--- config.mk ---
export PLATFORM = sky130hd
export DESIGN_NAME = jpeg_marker_segment_tracker_flat
export DESIGN_NICKNAME = d
export VERILOG_FILES = /design/src/design/jmst_pkg.sv /design/src/design/jmst_in_if.sv /design/src/design/jmst_out_if.sv /design/src/design/jpeg_marker_segment_tracker.sv /design/src/design/jmst_in_reg.sv /design/src/design/jmst_core.sv /design/src/design/jmst_out_reg.sv /design/src/flat_wrapper.sv
export VERILOG_INCLUDE_DIRS = /design/src /design/src/design
export SDC_FILE = /design/constraint.sdc
export NUM_CORES = 1
export LEC_CHECK = 0
export ABC_CLOCK_PERIOD_IN_PS = 3300
export BUFFER_PORTS_ARGS = -buffer_cell sky130_fd_sc_hd__buf_2
export CORE_MARGIN = 1.5
export CORE_UTILIZATION = 25
export DETAILED_ROUTE_END_ITERATION = 8
export PLACE_DENSITY_LB_ADDON = 0.1
export SYNTH_ARGS = -nofsm -noshare
export SYNTH_HDL_FRONTEND = slang
export SYNTH_HIERARCHICAL = 1
export SYNTH_SLANG_ARGS = --single-unit
export TNS_END_PERCENT = 1
--- constraint.sdc ---
create_clock -name i_clk -period 3.3 [get_ports i_clk]
set_clock_uncertainty 0.05 [all_clocks]
set_input_delay 0.165 -clock i_clk [delete_from_list [all_inputs] [get_ports i_clk]]
set_output_delay 0.165 -clock i_clk [all_outputs]
set_load 0.01 [all_outputs]
--- src/design/assert_macros.svh ---
// ----------------------------------------------------------------------------
// Assertion macros
// Shared concurrent assertion forms for the marker segment tracker.
// ----------------------------------------------------------------------------
`ifndef ASSERT_MACROS_SVH
`define ASSERT_MACROS_SVH

// Same-cycle implication, disabled in reset
`define JMST_ASSERT_IMP(label, clk, rst_n, ante, cons) \
    label: assert property (@(posedge clk) disable iff (!rst_n) (ante) |-> (cons)) \
        else $error("same-cycle check failed");

// Next-cycle implication, disabled in reset
`define JMST_ASSERT_NXT(label, clk, rst_n, ante, cons) \
    label: assert property (@(posedge clk) disable iff (!rst_n) (ante) |=> (cons)) \
        else $error("next-cycle check failed");

`endif

--- src/design/jmst_pkg.sv ---
// ----------------------------------------------------------------------------
// jmst_pkg
// Types, codes and marker decode shared by the marker segment tracker.
// ----------------------------------------------------------------------------
package jmst_pkg;

    localparam logic [7:0] BYTE_FF  = 8'hFF;
    localparam logic [7:0] BYTE_00  = 8'h00;
    localparam logic [7:0] MRK_SOI  = 8'hD8;
    localparam logic [7:0] MRK_EOI  = 8'hD9;
    localparam logic [7:0] MRK_SOS  = 8'hDA;
    localparam logic [7:0] MRK_SOF0 = 8'hC0;
    localparam logic [7:0] MRK_DHT  = 8'hC4;
    localparam logic [7:0] MRK_DQT  = 8'hDB;
    localparam logic [7:0] MRK_APP0 = 8'hE0;
    localparam logic [7:0] MRK_APP1 = 8'hE1;

    localparam logic [31:0] POS_NONE = 32'hFFFF_FFFF;
    localparam logic [31:0] POS_MAX  = 32'hFFFF_FFFE;

    typedef enum logic [8:0] {
        PH_WANT_FF    = 9'b0_0000_0001,
        PH_TYPE       = 9'b0_0000_0010,
        PH_LEN_HI     = 9'b0_0000_0100,
        PH_LEN_LO     = 9'b0_0000_1000,
        PH_SKIP       = 9'b0_0001_0000,
        PH_ENTROPY    = 9'b0_0010_0000,
        PH_ENTROPY_FF = 9'b0_0100_0000,
        PH_DONE       = 9'b0_1000_0000,
        PH_ERROR      = 9'b1_0000_0000
    } t_phase;

    typedef enum logic [3:0] {
        PC_WANT_FF    = 4'd0,
        PC_TYPE       = 4'd1,
        PC_LEN_HI     = 4'd2,
        PC_LEN_LO     = 4'd3,
        PC_SKIP       = 4'd4,
        PC_ENTROPY    = 4'd5,
        PC_ENTROPY_FF = 4'd6,
        PC_DONE       = 4'd7,
        PC_ERROR      = 4'd8
    } t_phase_code;

    typedef enum logic [2:0] {
        ERR_NONE    = 3'd0,
        ERR_NO_FF   = 3'd1,
        ERR_UNKNOWN = 3'd2,
        ERR_BAD_LEN = 3'd3,
        ERR_FAILED  = 3'd4
    } t_err;

    typedef struct packed {
        logic [3:0]  parse_phase;
        logic        forward_valid;
        logic [7:0]  forward_byte;
        logic [2:0]  error_code;
        logic [7:0]  segment_type;
        logic [31:0] byte_position;
        logic        entropy_pending;
    } t_result;

    function automatic logic [3:0] phase_code(input t_phase ph);
        t_phase_code pc;
        unique case (ph)
            PH_WANT_FF:    pc = PC_WANT_FF;
            PH_TYPE:       pc = PC_TYPE;
            PH_LEN_HI:     pc = PC_LEN_HI;
            PH_LEN_LO:     pc = PC_LEN_LO;
            PH_SKIP:       pc = PC_SKIP;
            PH_ENTROPY:    pc = PC_ENTROPY;
            PH_ENTROPY_FF: pc = PC_ENTROPY_FF;
            PH_DONE:       pc = PC_DONE;
            default:       pc = PC_ERROR;
        endcase
        return pc;
    endfunction

    function automatic t_phase marker_next(input logic [7:0] b);
        t_phase ph;
        unique case (b) inside
            MRK_SOI:                   ph = PH_WANT_FF;
            MRK_EOI:                   ph = PH_DONE;
            MRK_SOS, MRK_SOF0, MRK_DHT,
            MRK_DQT, MRK_APP0, MRK_APP1: ph = PH_LEN_HI;
            default:                   ph = PH_ERROR;
        endcase
        return ph;
    endfunction

    function automatic logic marker_entropy(input logic [7:0] b);
        return (b == MRK_SOS) || (b == MRK_SOF0) || (b == MRK_DHT);
    endfunction

endpackage

--- src/design/jmst_in_if.sv ---
// ----------------------------------------------------------------------------
// jmst_in_if
// Input word channel: operation and stream byte.
// ----------------------------------------------------------------------------
interface jmst_in_if;
    logic       valid;
    logic       ready;
    logic       operation;
    logic [7:0] data_byte;

    modport source (output valid, output operation, output data_byte, input ready);
    modport sink   (input valid, input operation, input data_byte, output ready);
endinterface

--- src/design/jmst_out_if.sv ---
// ----------------------------------------------------------------------------
// jmst_out_if
// Result word channel of the marker segment tracker.
// ----------------------------------------------------------------------------
interface jmst_out_if;
    logic        valid;
    logic        ready;
    logic [3:0]  parse_phase;
    logic        forward_valid;
    logic [7:0]  forward_byte;
    logic [2:0]  error_code;
    logic [7:0]  segment_type;
    logic [31:0] byte_position;
    logic        entropy_pending;

    modport source (
        output valid, output parse_phase, output forward_valid, output forward_byte,
        output error_code, output segment_type, output byte_position,
        output entropy_pending, input ready
    );
    modport sink (
        input valid, input parse_phase, input forward_valid, input forward_byte,
        input error_code, input segment_type, input byte_position,
        input entropy_pending, output ready
    );
endinterface

--- src/design/jpeg_marker_segment_tracker.sv ---
// An input word is registered, then its result word is registered.
// One word per cycle unless the sink stalls; the parser updates once per word.
// The ready path runs combinationally from the result sink back to the input.
// Reset: synchronous, active low; parser returns to waiting for 0xFF and
// byte position to all ones, both word registers empty.
// ----------------------------------------------------------------------------
// jpeg_marker_segment_tracker
// Follows JPEG marker structure byte by byte and forwards bytes after EOI.
// ----------------------------------------------------------------------------
module jpeg_marker_segment_tracker (
    input  logic       i_clk,
    input  logic       i_rst_n,
    jmst_in_if.sink    i_in,
    jmst_out_if.source o_res
);

    logic              in_valid;
    logic              in_op;
    logic [7:0]        in_byte;
    logic              adv;
    logic              fire;
    jmst_pkg::t_result res;

    assign fire = in_valid && adv;

    jmst_in_reg u_in_reg (
        .i_clk   (i_clk),
        .i_rst_n (i_rst_n),
        .i_in    (i_in),
        .i_adv   (adv),
        .o_valid (in_valid),
        .o_op    (in_op),
        .o_byte  (in_byte)
    );

    jmst_core u_core (
        .i_clk   (i_clk),
        .i_rst_n (i_rst_n),
        .i_fire  (fire),
        .i_op    (in_op),
        .i_byte  (in_byte),
        .o_res   (res)
    );

    jmst_out_reg u_out_reg (
        .i_clk   (i_clk),
        .i_rst_n (i_rst_n),
        .i_load  (fire),
        .i_res   (res),
        .o_adv   (adv),
        .o_res   (o_res)
    );

endmodule

--- src/design/jmst_in_reg.sv ---
// ----------------------------------------------------------------------------
// jmst_in_reg
// Input register: one word per cycle unless stalled; holds it for the core.
// ----------------------------------------------------------------------------
module jmst_in_reg (
    input  logic       i_clk,
    input  logic       i_rst_n,
    jmst_in_if.sink    i_in,
    input  logic       i_adv,
    output logic       o_valid,
    output logic       o_op,
    output logic [7:0] o_byte
);

    logic       r_valid;
    logic       r_op;
    logic [7:0] r_byte;
    logic       take;

    assign i_in.ready = !r_valid || i_adv;
    assign take       = i_in.valid && i_in.ready;

    always_ff @(posedge i_clk) begin
        if (!i_rst_n) begin
            r_valid <= 1'b0;
        end else if (take) begin
            r_valid <= 1'b1;
        end else if (i_adv) begin
            r_valid <= 1'b0;
        end
    end

    always_ff @(posedge i_clk) begin
        if (take) begin
            r_op   <= i_in.operation;
            r_byte <= i_in.data_byte;
        end
    end

    assign o_valid = r_valid;
    assign o_op    = r_op;
    assign o_byte  = r_byte;

endmodule

--- src/design/jmst_core.sv ---
// ----------------------------------------------------------------------------
// jmst_core
// Parser state and single-pass update for one stream byte.
// ----------------------------------------------------------------------------
`include "assert_macros.svh"

module jmst_core (
    input  logic              i_clk,
    input  logic              i_rst_n,
    input  logic              i_fire,
    input  logic              i_op,
    input  logic [7:0]        i_byte,
    output jmst_pkg::t_result o_res
);

    jmst_pkg::t_phase r_phase, n_phase;
    logic [31:0]      r_pos, n_pos;
    logic [7:0]       r_lh, n_lh;
    logic [15:0]      r_rem, n_rem;
    logic             r_ent, n_ent;
    logic [7:0]       r_mt, n_mt;
    logic             fwd_v;
    jmst_pkg::t_err   err;
    logic [15:0]      len;
    jmst_pkg::t_phase mk_phase;

    assign len      = {r_lh, i_byte};
    assign mk_phase = jmst_pkg::marker_next(i_byte);

    always_comb begin
        n_phase = r_phase;
        n_pos   = r_pos;
        n_lh    = r_lh;
        n_rem   = r_rem;
        n_ent   = r_ent;
        n_mt    = r_mt;
        fwd_v   = 1'b0;
        err     = jmst_pkg::ERR_NONE;
        if (i_op) begin
            n_phase = jmst_pkg::PH_WANT_FF;
            n_pos   = jmst_pkg::POS_NONE;
            n_lh    = '0;
            n_rem   = '0;
            n_ent   = 1'b0;
            n_mt    = '0;
        end else begin
            if (r_pos == jmst_pkg::POS_NONE) begin
                n_pos = '0;
            end else if (r_pos < jmst_pkg::POS_MAX) begin
                n_pos = r_pos + 32'd1;
            end
            unique case (r_phase)
                jmst_pkg::PH_DONE: begin
                    fwd_v = 1'b1;
                end
                jmst_pkg::PH_WANT_FF: begin
                    if (i_byte != jmst_pkg::BYTE_FF) begin
                        n_phase = jmst_pkg::PH_ERROR;
                        err     = jmst_pkg::ERR_NO_FF;
                    end else begin
                        n_phase = jmst_pkg::PH_TYPE;
                    end
                end
                jmst_pkg::PH_TYPE: begin
                    n_mt    = i_byte;
                    n_phase = mk_phase;
                    if (jmst_pkg::marker_entropy(i_byte)) begin
                        n_ent = 1'b1;
                    end
                    if (mk_phase == jmst_pkg::PH_ERROR) begin
                        err = jmst_pkg::ERR_UNKNOWN;
                    end
                end
                jmst_pkg::PH_LEN_HI: begin
                    n_lh    = i_byte;
                    n_phase = jmst_pkg::PH_LEN_LO;
                end
                jmst_pkg::PH_LEN_LO: begin
                    if (len < 16'd2) begin
                        n_phase = jmst_pkg::PH_ERROR;
                        err     = jmst_pkg::ERR_BAD_LEN;
                    end else if (len == 16'd2) begin
                        n_rem   = '0;
                        n_phase = r_ent ? jmst_pkg::PH_ENTROPY : jmst_pkg::PH_WANT_FF;
                    end else begin
                        n_rem   = len - 16'd2;
                        n_phase = jmst_pkg::PH_SKIP;
                    end
                end
                jmst_pkg::PH_SKIP: begin
                    if (r_rem <= 16'd1) begin
                        n_rem   = '0;
                        n_phase = r_ent ? jmst_pkg::PH_ENTROPY : jmst_pkg::PH_WANT_FF;
                    end else begin
                        n_rem = r_rem - 16'd1;
                    end
                end
                jmst_pkg::PH_ENTROPY: begin
                    if (i_byte == jmst_pkg::BYTE_FF) begin
                        n_phase = jmst_pkg::PH_ENTROPY_FF;
                    end
                end
                jmst_pkg::PH_ENTROPY_FF: begin
                    if (i_byte == jmst_pkg::BYTE_00) begin
                        n_phase = jmst_pkg::PH_ENTROPY;
                    end else if (i_byte != jmst_pkg::BYTE_FF) begin
                        n_mt    = i_byte;
                        n_phase = mk_phase;
                        n_ent   = jmst_pkg::marker_entropy(i_byte);
                        if (mk_phase == jmst_pkg::PH_ERROR) begin
                            err = jmst_pkg::ERR_UNKNOWN;
                        end
                    end
                end
                default: begin
                    n_phase = jmst_pkg::PH_ERROR;
                    err     = jmst_pkg::ERR_FAILED;
                end
            endcase
        end
    end

    always_ff @(posedge i_clk) begin
        if (!i_rst_n) begin
            r_phase <= jmst_pkg::PH_WANT_FF;
            r_pos   <= jmst_pkg::POS_NONE;
            r_lh    <= '0;
            r_rem   <= '0;
            r_ent   <= 1'b0;
            r_mt    <= '0;
        end else if (i_fire) begin
            r_phase <= n_phase;
            r_pos   <= n_pos;
            r_lh    <= n_lh;
            r_rem   <= n_rem;
            r_ent   <= n_ent;
            r_mt    <= n_mt;
        end
    end

    always_comb begin
        o_res.parse_phase     = jmst_pkg::phase_code(n_phase);
        o_res.forward_valid   = fwd_v;
        o_res.forward_byte    = fwd_v ? i_byte : 8'h00;
        o_res.error_code      = err;
        o_res.segment_type    = n_mt;
        o_res.byte_position   = n_pos;
        o_res.entropy_pending = n_ent;
    end

    `JMST_ASSERT_NXT(a_restart, i_clk, i_rst_n, i_fire && i_op, (r_pos == jmst_pkg::POS_NONE) && (r_phase == jmst_pkg::PH_WANT_FF))
    `JMST_ASSERT_NXT(a_err_sticky, i_clk, i_rst_n, i_fire && !i_op && (r_phase == jmst_pkg::PH_ERROR), r_phase == jmst_pkg::PH_ERROR)
    `JMST_ASSERT_IMP(a_err_phase, i_clk, i_rst_n, o_res.error_code != jmst_pkg::ERR_NONE, o_res.parse_phase == jmst_pkg::PC_ERROR)
    `JMST_ASSERT_NXT(a_hold, i_clk, i_rst_n, !i_fire, $stable(r_phase) && $stable(r_pos) && $stable(r_ent))

endmodule

--- src/design/jmst_out_reg.sv ---
// ----------------------------------------------------------------------------
// jmst_out_reg
// Result register: holds one result word until the sink takes it.
// ----------------------------------------------------------------------------
module jmst_out_reg (
    input  logic              i_clk,
    input  logic              i_rst_n,
    input  logic              i_load,
    input  jmst_pkg::t_result i_res,
    output logic              o_adv,
    jmst_out_if.source        o_res
);

    logic              r_valid;
    jmst_pkg::t_result r_res;

    assign o_adv = !r_valid || o_res.ready;

    always_ff @(posedge i_clk) begin
        if (!i_rst_n) begin
            r_valid <= 1'b0;
        end else if (i_load) begin
            r_valid <= 1'b1;
        end else if (o_res.ready) begin
            r_valid <= 1'b0;
        end
    end

    always_ff @(posedge i_clk) begin
        if (i_load) begin
            r_res <= i_res;
        end
    end

    assign o_res.valid           = r_valid;
    assign o_res.parse_phase     = r_res.parse_phase;
    assign o_res.forward_valid   = r_res.forward_valid;
    assign o_res.forward_byte    = r_res.forward_byte;
    assign o_res.error_code      = r_res.error_code;
    assign o_res.segment_type    = r_res.segment_type;
    assign o_res.byte_position   = r_res.byte_position;
    assign o_res.entropy_pending = r_res.entropy_pending;

endmodule

--- src/flat_wrapper.sv ---
// flat-port wrapper written by rule: the top's interface ports become plain ports
module jpeg_marker_segment_tracker_flat 
  (i_clk, i_rst_n, i_in_valid, i_in_operation, i_in_data_byte, i_in_ready, o_res_valid, o_res_parse_phase, o_res_forward_valid, o_res_forward_byte, o_res_error_code, o_res_segment_type, o_res_byte_position, o_res_entropy_pending, o_res_ready);
  jmst_in_if i_in_i ();
  jmst_out_if o_res_i ();
  input  logic i_clk;
  input  logic i_rst_n;
  input wire logic [$bits(i_in_i.valid)-1:0] i_in_valid;
  input wire logic [$bits(i_in_i.operation)-1:0] i_in_operation;
  input wire logic [$bits(i_in_i.data_byte)-1:0] i_in_data_byte;
  output wire logic [$bits(i_in_i.ready)-1:0] i_in_ready;
  output wire logic [$bits(o_res_i.valid)-1:0] o_res_valid;
  output wire logic [$bits(o_res_i.parse_phase)-1:0] o_res_parse_phase;
  output wire logic [$bits(o_res_i.forward_valid)-1:0] o_res_forward_valid;
  output wire logic [$bits(o_res_i.forward_byte)-1:0] o_res_forward_byte;
  output wire logic [$bits(o_res_i.error_code)-1:0] o_res_error_code;
  output wire logic [$bits(o_res_i.segment_type)-1:0] o_res_segment_type;
  output wire logic [$bits(o_res_i.byte_position)-1:0] o_res_byte_position;
  output wire logic [$bits(o_res_i.entropy_pending)-1:0] o_res_entropy_pending;
  input wire logic [$bits(o_res_i.ready)-1:0] o_res_ready;
  assign i_in_i.valid = i_in_valid;
  assign i_in_i.operation = i_in_operation;
  assign i_in_i.data_byte = i_in_data_byte;
  assign i_in_ready = i_in_i.ready;
  assign o_res_valid = o_res_i.valid;
  assign o_res_parse_phase = o_res_i.parse_phase;
  assign o_res_forward_valid = o_res_i.forward_valid;
  assign o_res_forward_byte = o_res_i.forward_byte;
  assign o_res_error_code = o_res_i.error_code;
  assign o_res_segment_type = o_res_i.segment_type;
  assign o_res_byte_position = o_res_i.byte_position;
  assign o_res_entropy_pending = o_res_i.entropy_pending;
  assign o_res_i.ready = o_res_ready;
  jpeg_marker_segment_tracker u_core (.i_clk(i_clk), .i_rst_n(i_rst_n), .i_in(i_in_i), .o_res(o_res_i));
endmodule
### Word-level counts from Yosys, hierarchy flattened

Cells that the tools add are included.

* register bits: 142
* input bits: 13
* logic and storage cells: 113

* muxes and demuxes: 43
* order comparisons: 3
* add/subtract/negate cells: 3
* reduce and logical (&&, ||, !) cells: 17
* equal/unequal tests: 30

Operators with widths (count)
* $mux W32: 3
* $eq A8 B8 Y1 const B: 9
* $pmux W9 S8: 1
* $mux W16: 4
* $mux W9: 7
* $mux W8: 5
* $add A32 B1 Y32 const B: 1
* $eq A32 B32 Y1 const B: 1
* $lt A32 B32 Y1 const B: 1
* $pmux W16 S2: 1
* $pmux W4 S8: 1
* $pmux W9 S3: 1
* $eq A9 B1 Y1 const B: 2
* $eq A9 B2 Y1 const B: 2
* $eq A9 B3 Y1 const B: 2
* $eq A9 B4 Y1 const B: 2
* $eq A9 B5 Y1 const B: 2
* $eq A9 B6 Y1 const B: 2
* $eq A9 B7 Y1 const B: 2
* $eq A9 B8 Y1 const B: 2
* $eq A16 B2 Y1 const B: 1
* $le A16 B1 Y1 const B: 1
* $lt A16 B2 Y1 const B: 1
* $pmux W8 S2: 1
* 21 further kinds: 41

### Depth between registers and ports, before layout

Gate-level depths: netlist of run 1.

* depth in word-level cells: 9
* mapped depth: 11
* depth with buffers taken out: 8

### Hierarchy

Netlist of run 1, hierarchy kept.

By module, submodules not included
* jmst_core: cells each 762, sequential area each 1481.4 sq um, area an instance 5580.4 sq um, times used 1
* jmst_out_reg: cells each 61, sequential area each 1731.7 sq um, area an instance 1760.4 sq um, times used 1
* jmst_in_reg: cells each 14, sequential area each 290.3 sq um, area an instance 327.8 sq um, times used 1
* jpeg_marker_segment_tracker: cells each 1, sequential area each 0.0 sq um, area an instance 6.3 sq um, times used 1

### Least setup slack after synthesis of run 1

No wires, ideal clock.

* path type: reg-to-reg
* start: register u_core.u_out_reg.r_valid (netlist: u_core/u_out_reg/o_res.valid)
* end: register u_core.u_core.r_pos[14]
* path slack: -0.252 ns
* period minus slack after synthesis: 3.552 ns
* data arrival time: 3.366 ns
* buffers on the path: 4
* stages on the path, launching flop included: 10
* data required time: 3.115 ns
* path through: dfxtp_1 > nand2b_4 > and2_1 > nor2b_1 > clkbuf_1 > and2_1 > clkbuf_1 > clkbuf_1 > clkbuf_1 > a22oi_1

* longest elaborated chain between the ends: 3

Ends and longest elaborated chain
* start, declared: RTL line jmst_out_reg.sv:14 `logic r_valid;`
* start signal, assigned: RTL line jmst_out_reg.sv:21 `r_valid <= 1'b0;`
* start signal, assigned: RTL line jmst_out_reg.sv:23 `r_valid <= 1'b1;`
* start signal, assigned: RTL line jmst_out_reg.sv:25 `r_valid <= 1'b0;`
* $logic_not A1 Y1: RTL line jmst_out_reg.sv:17 `assign o_adv = !r_valid || o_res.ready;`
* $logic_or A1 B1 Y1: RTL line jmst_out_reg.sv:17
* named net u_core.adv: RTL line jpeg_marker_segment_tracker.sv:20 `logic adv;`
* $logic_and A1 B1 Y1: RTL line jpeg_marker_segment_tracker.sv:24 `assign fire = in_valid && adv;`
* named net u_core.fire: RTL line jpeg_marker_segment_tracker.sv:21 `logic fire;`
* end signal, assigned: RTL line jmst_core.sv:126 `r_pos <= jmst_pkg::POS_NONE;`
* end signal, assigned: RTL line jmst_core.sv:133 `r_pos <= n_pos;`
* end, declared: RTL line jmst_core.sv:17 `logic [31:0] r_pos, n_pos;`

The timed path passes the listed nets, and every way through them passes these cells.
A chain may end at the register's enable or synchronous reset.

### Worst setup path after layout of run 1

* start: register u_core.u_in_reg.r_byte[4] (netlist: u_core/u_in_reg/o_byte[4])
* end: register u_core.u_core.r_rem[5]

* longest elaborated chain between the ends: 5
* elaborated cells between the ends (all ways): 9

Ends and longest elaborated chain
* start, declared: RTL line jmst_in_reg.sv:17 `logic [7:0] r_byte;`
* start signal, assigned: RTL line jmst_in_reg.sv:36 `r_byte <= i_in.data_byte;`
* $sub A16 B2 Y16 / $eq A16 B2 Y1 (equally long branches): RTL line jmst_core.sv:86, jmst_core.sv:82
* $mux W16: RTL line jmst_core.sv:82 `end else if (len == 16'd2) begin`
* $mux W16: RTL line jmst_core.sv:79 `if (len < 16'd2) begin`
* $pmux W16 S2: RTL line jmst_core.sv:52 `unique case (r_phase)`
* $mux W16: RTL line jmst_core.sv:39 `if (i_op) begin`
* end signal, assigned: RTL line jmst_core.sv:135 `r_rem <= n_rem;`
* end, declared: RTL line jmst_core.sv:19 `logic [15:0] r_rem, n_rem;`

Several ways; a longest one is shown, not always the timed one. The select of a mux whose other input is x is not followed.

==> impl_results.md, run 1 <==
* Slowest stage delay, CP at 0.59 ns
* Final setup vio count at 0
* Hold Buf Count CTS at 11
* Synth-to-layout area growth at 19.7%
* Fraction of registers with async set or reset after synthesis at 0%
* Crit end category: register
* Top delay family on crit path: simple AND/OR/NAND/NOR gates
* Final worst slack at between 0.6 and 0.7 ns
* Register area at 3500 µm²
* Critical Path Source Type: register
* Bufs on Longest Clock Path at 2
* RSZ-0062 raised after global routing: false
* Routed via count at 6638
* Register-to-register setup slack at 0.61 ns
* Crit path buf inv count at 1
* EDFF count, synth at 66
* Worst VDD drop at 0.542 mV
* Worst endpoint data arrival time at 3.01 ns
* Slew Viols, Final at 0
* Synthesis-stage register bit count at 142
* Critical R2R Launch: u_core/u_in_reg/o_byte[4]$_DFFE_PP_
* # port buffers at between 70 and 80
* LEAKAGE at 3.35 nW
* Leading area contributor after synthesis: edfxtp_1
* Synth top area share at 25.8%
* Number of setup buffers added after CTS at 0
* Sw Ratio at 43.7%
* Share of the core filled with cells at 30.7%
* CP Max Fanout at 11
* Vias in the first global route at 6359
* Core area at 30000 µm²
* Multi-input gate area at 3820 µm²
* Wirelength per Cell at 18.6 µm
* Drt via density at 5.07
* Worst flop-to-flop path endpoint: u_core/u_core/r_rem[5]$_SDFFE_PN0P_
* Maxcap violations at 0
* Most common cell after layout, fill and taps aside: dfxtp_1
* Worst path cell trace: nor4_1, and4_1, a21boi_1, o21ai_2, buf_4, a22oi_1, nor2b_1
* Top FF cell, synth: dfxtp_1
* Worst Hold Launch: i_rst_n
* Detailed placer's ending HPWL at 16.8 mm
* Layout fillers at 3199
* Slowest stage cell, crit path: nor4_1
* Hold WC Path Type: primary input to register
* Die width at between 150 and 200 µm
* First-iteration detailed-routing DRC count at 456
* Worst skew pair latency at 0.44 ns
* Critical Path RT at roughly 3.6 ns
* Initial Utilization at 25.6%
* Final hold violation count at 0
* Outcome: completed
* Die height at between 150 and 200 µm
* Mapped Area at ~7700 µm²
* Row count at 63
* Syn. warnings at 6
* Initial antenna violation count at 0
* Setup TNS at 0 ns
* Psw at 4.51 mW
* Commonest non-fill, non-tap cells in the layout: 76 x dfxtp_1, 71 x buf_2, 66 x edfxtp_1
* Largest net degree at the start of global routing at 37
* Clock transition at the registers of the reported paths at about 0.06 ns
* Post-route DRC at 0
* Syn Area/Cell at 9.16 µm²
* Final worst-path cycle share at 81.5%
* Synth unique cells at 73
* Post-Place Worst Slack at 0.632 ns
* Register area share after synthesis at 45.6%
* Post-DRT Antenna Nets at 0
* H-Tree Depth at 4
* Power Internal at 5.80 mW
* CTS tree: done
* First-pass GRT wire length at 38.1 mm
* Gr ovfl total at 0
* Ports at 72
* Final worst path period need at 2.69 ns
* GP Congestion at 0.800
* Drt total wl at 24.4 mm
* Critical Path Source: u_core/u_in_reg/o_byte[4]$_DFFE_PP_
* Root Driver: clkbuf_16
* Synthesized netlist cell count at 838
* Number of diodes at 0
* Reg2reg path depth at 7
* Worst Hold End: u_core/u_core/r_lh[6]$_SDFFE_PN0P_
* DRT Pass-1 Iters at 5
* Sink Count at 142
* Sequential power share at 25.8%
* Hold slack at 0.156 ns
* Dominant cells by area after synthesis: edfxtp_1 26%, dfxtp_1 20%, o21ai_0 3.7%
* GR Util All Layers at 15.8%
* Die ar. at ~32000 µm²
* Post-cts sizing count at 0
* Layout cells sized above 1 at 17.4%
* WS Path Type: register to register
* F_max at 0.372 GHz
* Hold-critical path depth at 2
* Rel. slew slack at 45.1%
* Worst Tran Pin Value at 0.821 ns
* Pwr/cell area at 1120 nW/µm²
* Layout net count at 924
* Syn_nets at 855
* CTS buffer count at 17
* Total power at 10.3 mW
* Gate power share at 55.0%
* Clock power frac at 19.2%
[sequential cells by signal, indices dropped and copies added (netlist names), 3 cells and up]
| signal | cells |
|---|---|
| u_core/u_core/r_pos | 32 |
| u_core/u_out_reg/o_res.byte_position | 32 |
| u_core/u_core/r_rem | 16 |
| u_core/u_core/r_phase | 9 |
| u_core/u_core/r_lh | 8 |
| u_core/u_core/r_mt | 8 |
| u_core/u_in_reg/o_byte | 8 |
| u_core/u_out_reg/o_res.forward_byte | 8 |
| u_core/u_out_reg/o_res.segment_type | 8 |
| u_core/u_out_reg/o_res.parse_phase | 4 |
| u_core/u_out_reg/o_res.error_code | 3 |
[metrics by stage]
step | instances | instance area, µm²
floorplan | 838 | 7680
global placement | 1267 | 8490
detailed placement | 1267 | 8490
CTS | 1310 | 9190
global route | 1310 | 9190
finish | 1310 | 9190
[final cells by class]
type	count	share of cell area, %
clock inverters	14	1.70
clock buffers	18	4.67
well taps	390	5.31
inverters	15	0.613
flip-flops and latches	142	38.1
repair buffers	117	7.93
multi-input cells	614	41.6
[power by group through the flow]
stage          registers (mW)  clock network, mW  logic [mW]
6_report                 2.66               1.98        5.67
3_5_place_dp             2.70                  0        5.72
3_3_place_gp             2.71                  0        5.76
2_1_floorplan            2.70                  0        3.91
4_1_cts                  2.66               2.04        5.75
5_1_grt                  2.72               2.12        6.29
[logic make-up after synthesis]
kind of cell	count (synthesis)	synth area share, %
mux	2	0.277
simple gates	349	25.1
buf+inv	82	4.56
compound gates	213	18.5
xor+xnor	46	5.25
flops	142	45.6
fa+ha+maj	4	0.652
[synthesized netlist by cell type, types with 12 or more instances]
library cell	count
a21oi_1	33
a22oi_1	17
and2_1	21
and3_1	21
buf_2	12
clkbuf_1	49
dfxtp_1	76
edfxtp_1	66
inv_1	15
nand2_1	58
nand3_1	47
nand4_1	19
nor2_1	62
nor2b_1	14
nor3_1	28
nor4_1	19
o21ai_0	56
o22ai_1	12
or3_1	13
xnor2_1	30
xor2_1	16
[worst max path at each step]
| stage | endpoint | slack [ns] | cells after the start |
|---|---|---|---|
| after floorplan | u_core/u_core/r_pos[14]$_SDFFE_PN1P_ | 0.43 | 9 |
| after global placement | u_core/u_core/r_rem[2]$_SDFFE_PN0P_ | 0.62 | 7 |
| after detailed placement | u_core/u_core/r_rem[5]$_SDFFE_PN0P_ | 0.63 | 7 |
| after CTS | u_core/u_core/r_rem[2]$_SDFFE_PN0P_ | 0.58 | 7 |
| after global routing | u_core/u_core/r_rem[2]$_SDFFE_PN0P_ | 0.36 | 7 |
| final | u_core/u_core/r_rem[5]$_SDFFE_PN0P_ | 0.61 | 7 |
[metal layers]
metal / track usage [%] / vias up / wire [µm]
met1: 20.9 / 3208 / 11300
met3: 2.71 / 22 / 902
met4: 4.83 / 0 / 401
met2: 26.1 / 159 / 11800
met5: 0 / - / 0
li1: - / 3249 / -
No activity file was read; power rests on OpenSTA's default activity.
==> run 2, diff against run 1 <==
--- a/config.mk
+++ b/config.mk
@@ -6,7 +6,7 @@
 export SDC_FILE = /design/constraint.sdc
 export NUM_CORES = 1
 export LEC_CHECK = 0
-export ABC_CLOCK_PERIOD_IN_PS = 3300
+export ABC_CLOCK_PERIOD_IN_PS = 2450
 export BUFFER_PORTS_ARGS = -buffer_cell sky130_fd_sc_hd__buf_2
 export CORE_MARGIN = 1.5
 export CORE_UTILIZATION = 25
==> constraint.sdc (replaced) <==
create_clock -name i_clk -period 2.45 [get_ports i_clk]
set_clock_uncertainty 0.05 [all_clocks]
set_input_delay 0.1225 -clock i_clk [delete_from_list [all_inputs] [get_ports i_clk]]
set_output_delay 0.1225 -clock i_clk [all_outputs]
set_load 0.01 [all_outputs]
==> run 2 against run 1 <==
Compared with the run above: first-iteration DRC count increased by 4.8%; register-to-register slack got worse by 0.49 ns; final area increased by 6.7%; power is 48% higher; fmax grew 15%.
==> impl_results.md, run 2 (synthesis results as in run 1) <==
* Worst skew pair latency at 0.43 ns (about the same)
* Placed Cells at 1335 (+5.4%)
* Largest net degree at the start of global routing at 51 (+38%)
* Final worst slack at 0.115 ns (-0.495 ns)
* Layout net count at 994 (+7.6%)
* Critical Path Source Type: register
* Drt total wl at 25.3 mm (+3.8%)
* GR Util All Layers at 16.6% (+0.84 points)
* Ports at 72 (unchanged)
* Routed via count at 6976 (+5.1%)
* Gate power share at 59.1% (+4.1 points)
* Sequential power share at 22.8% (-3.0 points)
* Worst Tran Pin Value at 0.667 ns (-0.154 ns)
* Detailed placer's ending HPWL at 18.0 mm (+7.4%)
* Layout cells sized above 1 at 23.7% (+6.3 points)
* Crit end category: register
* Die ar. at 31800 µm² (unchanged)
* CTS tree: done
* Critical R2R Launch: u_core/u_core/r_pos[21]$_SDFFE_PN1P_
* WS Path Type: register to register
* Layout fillers at 3146 (-1.7%)
* Critical Path Source: u_core/u_core/r_pos[21]$_SDFFE_PN1P_
* Pwr/cell area at 1560 nW/µm² (+39%)
* Commonest non-fill, non-tap cells in the layout: 101 x buf_4, 76 x dfxtp_1, 71 x buf_2
* F_max at 0.428 GHz (+15%)
* Register-to-register setup slack at 0.11 ns (-0.49 ns)
* Final setup vio count at 0 (unchanged)
* Clock transition at the registers of the reported paths at 0.07 ns (about the same)
* Die height at 178 µm (unchanged)
* Share of the core filled with cells at 32.7% (+2.1 points)
* Bufs on Longest Clock Path at 2 (unchanged)
* Final hold violation count at 0 (unchanged)
* Root Driver: clkbuf_16
* CP Max Fanout at 5 (-6)
* Power Internal at 8.87 mW (+53%)
* Number of diodes at 0 (unchanged)
* Initial antenna violation count at 0 (unchanged)
* Placed inst area at 9040 µm² (+6.5%)
* LEAKAGE at 3.71 nW (+11%)
* Worst endpoint data arrival time at 2.46 ns (-0.55 ns)
* Hold WC Path Type: primary input to register
* Sw Ratio at 41.8% (-1.9 points)
* Most common cell after layout, fill and taps aside: buf_4
* Clock power frac at 18.1% (-1.1 points)
* Gr ovfl total at 0 (unchanged)
* Slew Viols, Final at 0 (unchanged)
* Post-DRT Antenna Nets at 0 (unchanged)
* GP Congestion at 0.850 (+6.2%)
* Rel. slew slack at 55.4% (+10 points)
* Critical Path Sink: u_core/u_out_reg/o_res.byte_position[29]$_DFFE_PP_
* CTS buffer count at 17 (unchanged)
* DRT Pass-1 Iters at 4 (-1)
* Critical Path RT at 2.57 ns (-1.05 ns)
* Final worst-path cycle share at 95.3% (+14 points)
* Worst flop-to-flop path endpoint: u_core/u_out_reg/o_res.byte_position[29]$_DFFE_PP_
* Worst VDD drop at 0.934 mV (+72%)
* Setup TNS at 0 ns (unchanged)
* Vias in the first global route at 6941 (+9.2%)
* Row count at 63 (unchanged)
* First-iteration detailed-routing DRC count at 478 (+4.8%)
* # port buffers at 71 (unchanged)
* Reg2reg path depth at 6 (-1)
* Sink Count at 142 (unchanged)
* Drt via density at 5.06 (-0.24%)
* Final instance area at 9800 µm² (+6.7%)
* Die width at 178 µm (unchanged)
* Final worst path period need at 2.34 ns (-0.355 ns)
* Initial Utilization at 25.6% (unchanged)
* H-Tree Depth at 4 (unchanged)
* Synth-to-layout area growth at 27.7%
* First-pass GRT wire length at 40.3 mm (+5.8%)
* Core area at 30000 µm² (unchanged)
* Wirelength per Cell at 18.3 µm (-1.5%)
* Non-filler instance count after layout at 1380 (+5.3%)
* Post-Place Worst Slack at 0.0793 ns (-0.552 ns)
* Maxcap violations at 0 (unchanged)
* Hold slack at 0.359 ns (+0.203 ns)
* Psw at 6.37 mW (+41%)
* RSZ-0062 raised after global routing: true
* Post-route DRC at 0 (unchanged)
* Outcome: completed
* Total power at 15.2 mW (+48%)
[run 2: cell count changes in the layout (fill, tap and decap cells not counted), sizes merged]
cell,delta
clkinv,+1
bufinv,+1
buf,+69
inv,-1
dlygate4sd3,+1
clkbuf,-1
[run 2: worst max-delay path: stages (launching register included)]
cell and delay, ns:
dfxtp_1 0.41, nand4_1 0.24, nor4_1 0.45, and4_1 0.29, nand3_1 0.11, and3_1 0.20, or3_1 0.33
[run 2: per-layer routing]
metal	up-vias	routed length (µm)	track usage (%)
met5	-	0	0
met4	0	645	6.46
met3	41	853	2.49
met2	161	12200	27.8
met1	3390	11600	21.5
li1	3384	-	-
[run 2: worst min path at each step]
stage | cells past startpoint | end | from
final | 2 | u_core/u_in_reg/o_op$_DFFE_PP_ | i_in_operation
after global placement | 1 | u_core/u_in_reg/o_byte[7]$_DFFE_PP_ | i_in_data_byte[7]
after floorplan | 0 | u_core/u_in_reg/o_byte[0]$_DFFE_PP_ | i_in_data_byte[0]
after detailed placement | 1 | u_core/u_in_reg/o_byte[7]$_DFFE_PP_ | i_in_data_byte[7]
after CTS | 2 | u_core/u_in_reg/o_byte[7]$_DFFE_PP_ | i_in_data_byte[7]
after global routing | 2 | u_core/u_in_reg/o_op$_DFFE_PP_ | i_in_operation
[run 2: final cells by class]
class	instances	area (µm²)	area share, %
Inverter	15	56.3	0.574
Timing Repair Buffer	187	1290	13.2
Sequential cell	142	3500	35.7
Clock inverter	15	184	1.88
Clock buffer	17	425	4.34
Tap cell	390	488	4.98
Multi-Input combinational cell	614	3850	39.3
[run 2: power by group through the flow]
stage | Sequential (mW) | Combinational [mW] | Clock [mW]
6_report | 3.48 | 9.01 | 2.76
2_1_floorplan | 3.64 | 5.27 | 0
3_3_place_gp | 3.54 | 9.01 | 0
4_1_cts | 3.48 | 9.00 | 2.86
3_5_place_dp | 3.53 | 8.94 | 0
5_1_grt | 3.55 | 9.97 | 2.93
[run 2: repair_timing]
item	in CTS	in global routing
buffers inserted	0	1
hold buffers	12	0
endpoints found under the hold margin	13	0
resized for setup	0	5
endpoints found under the setup margin	0	10
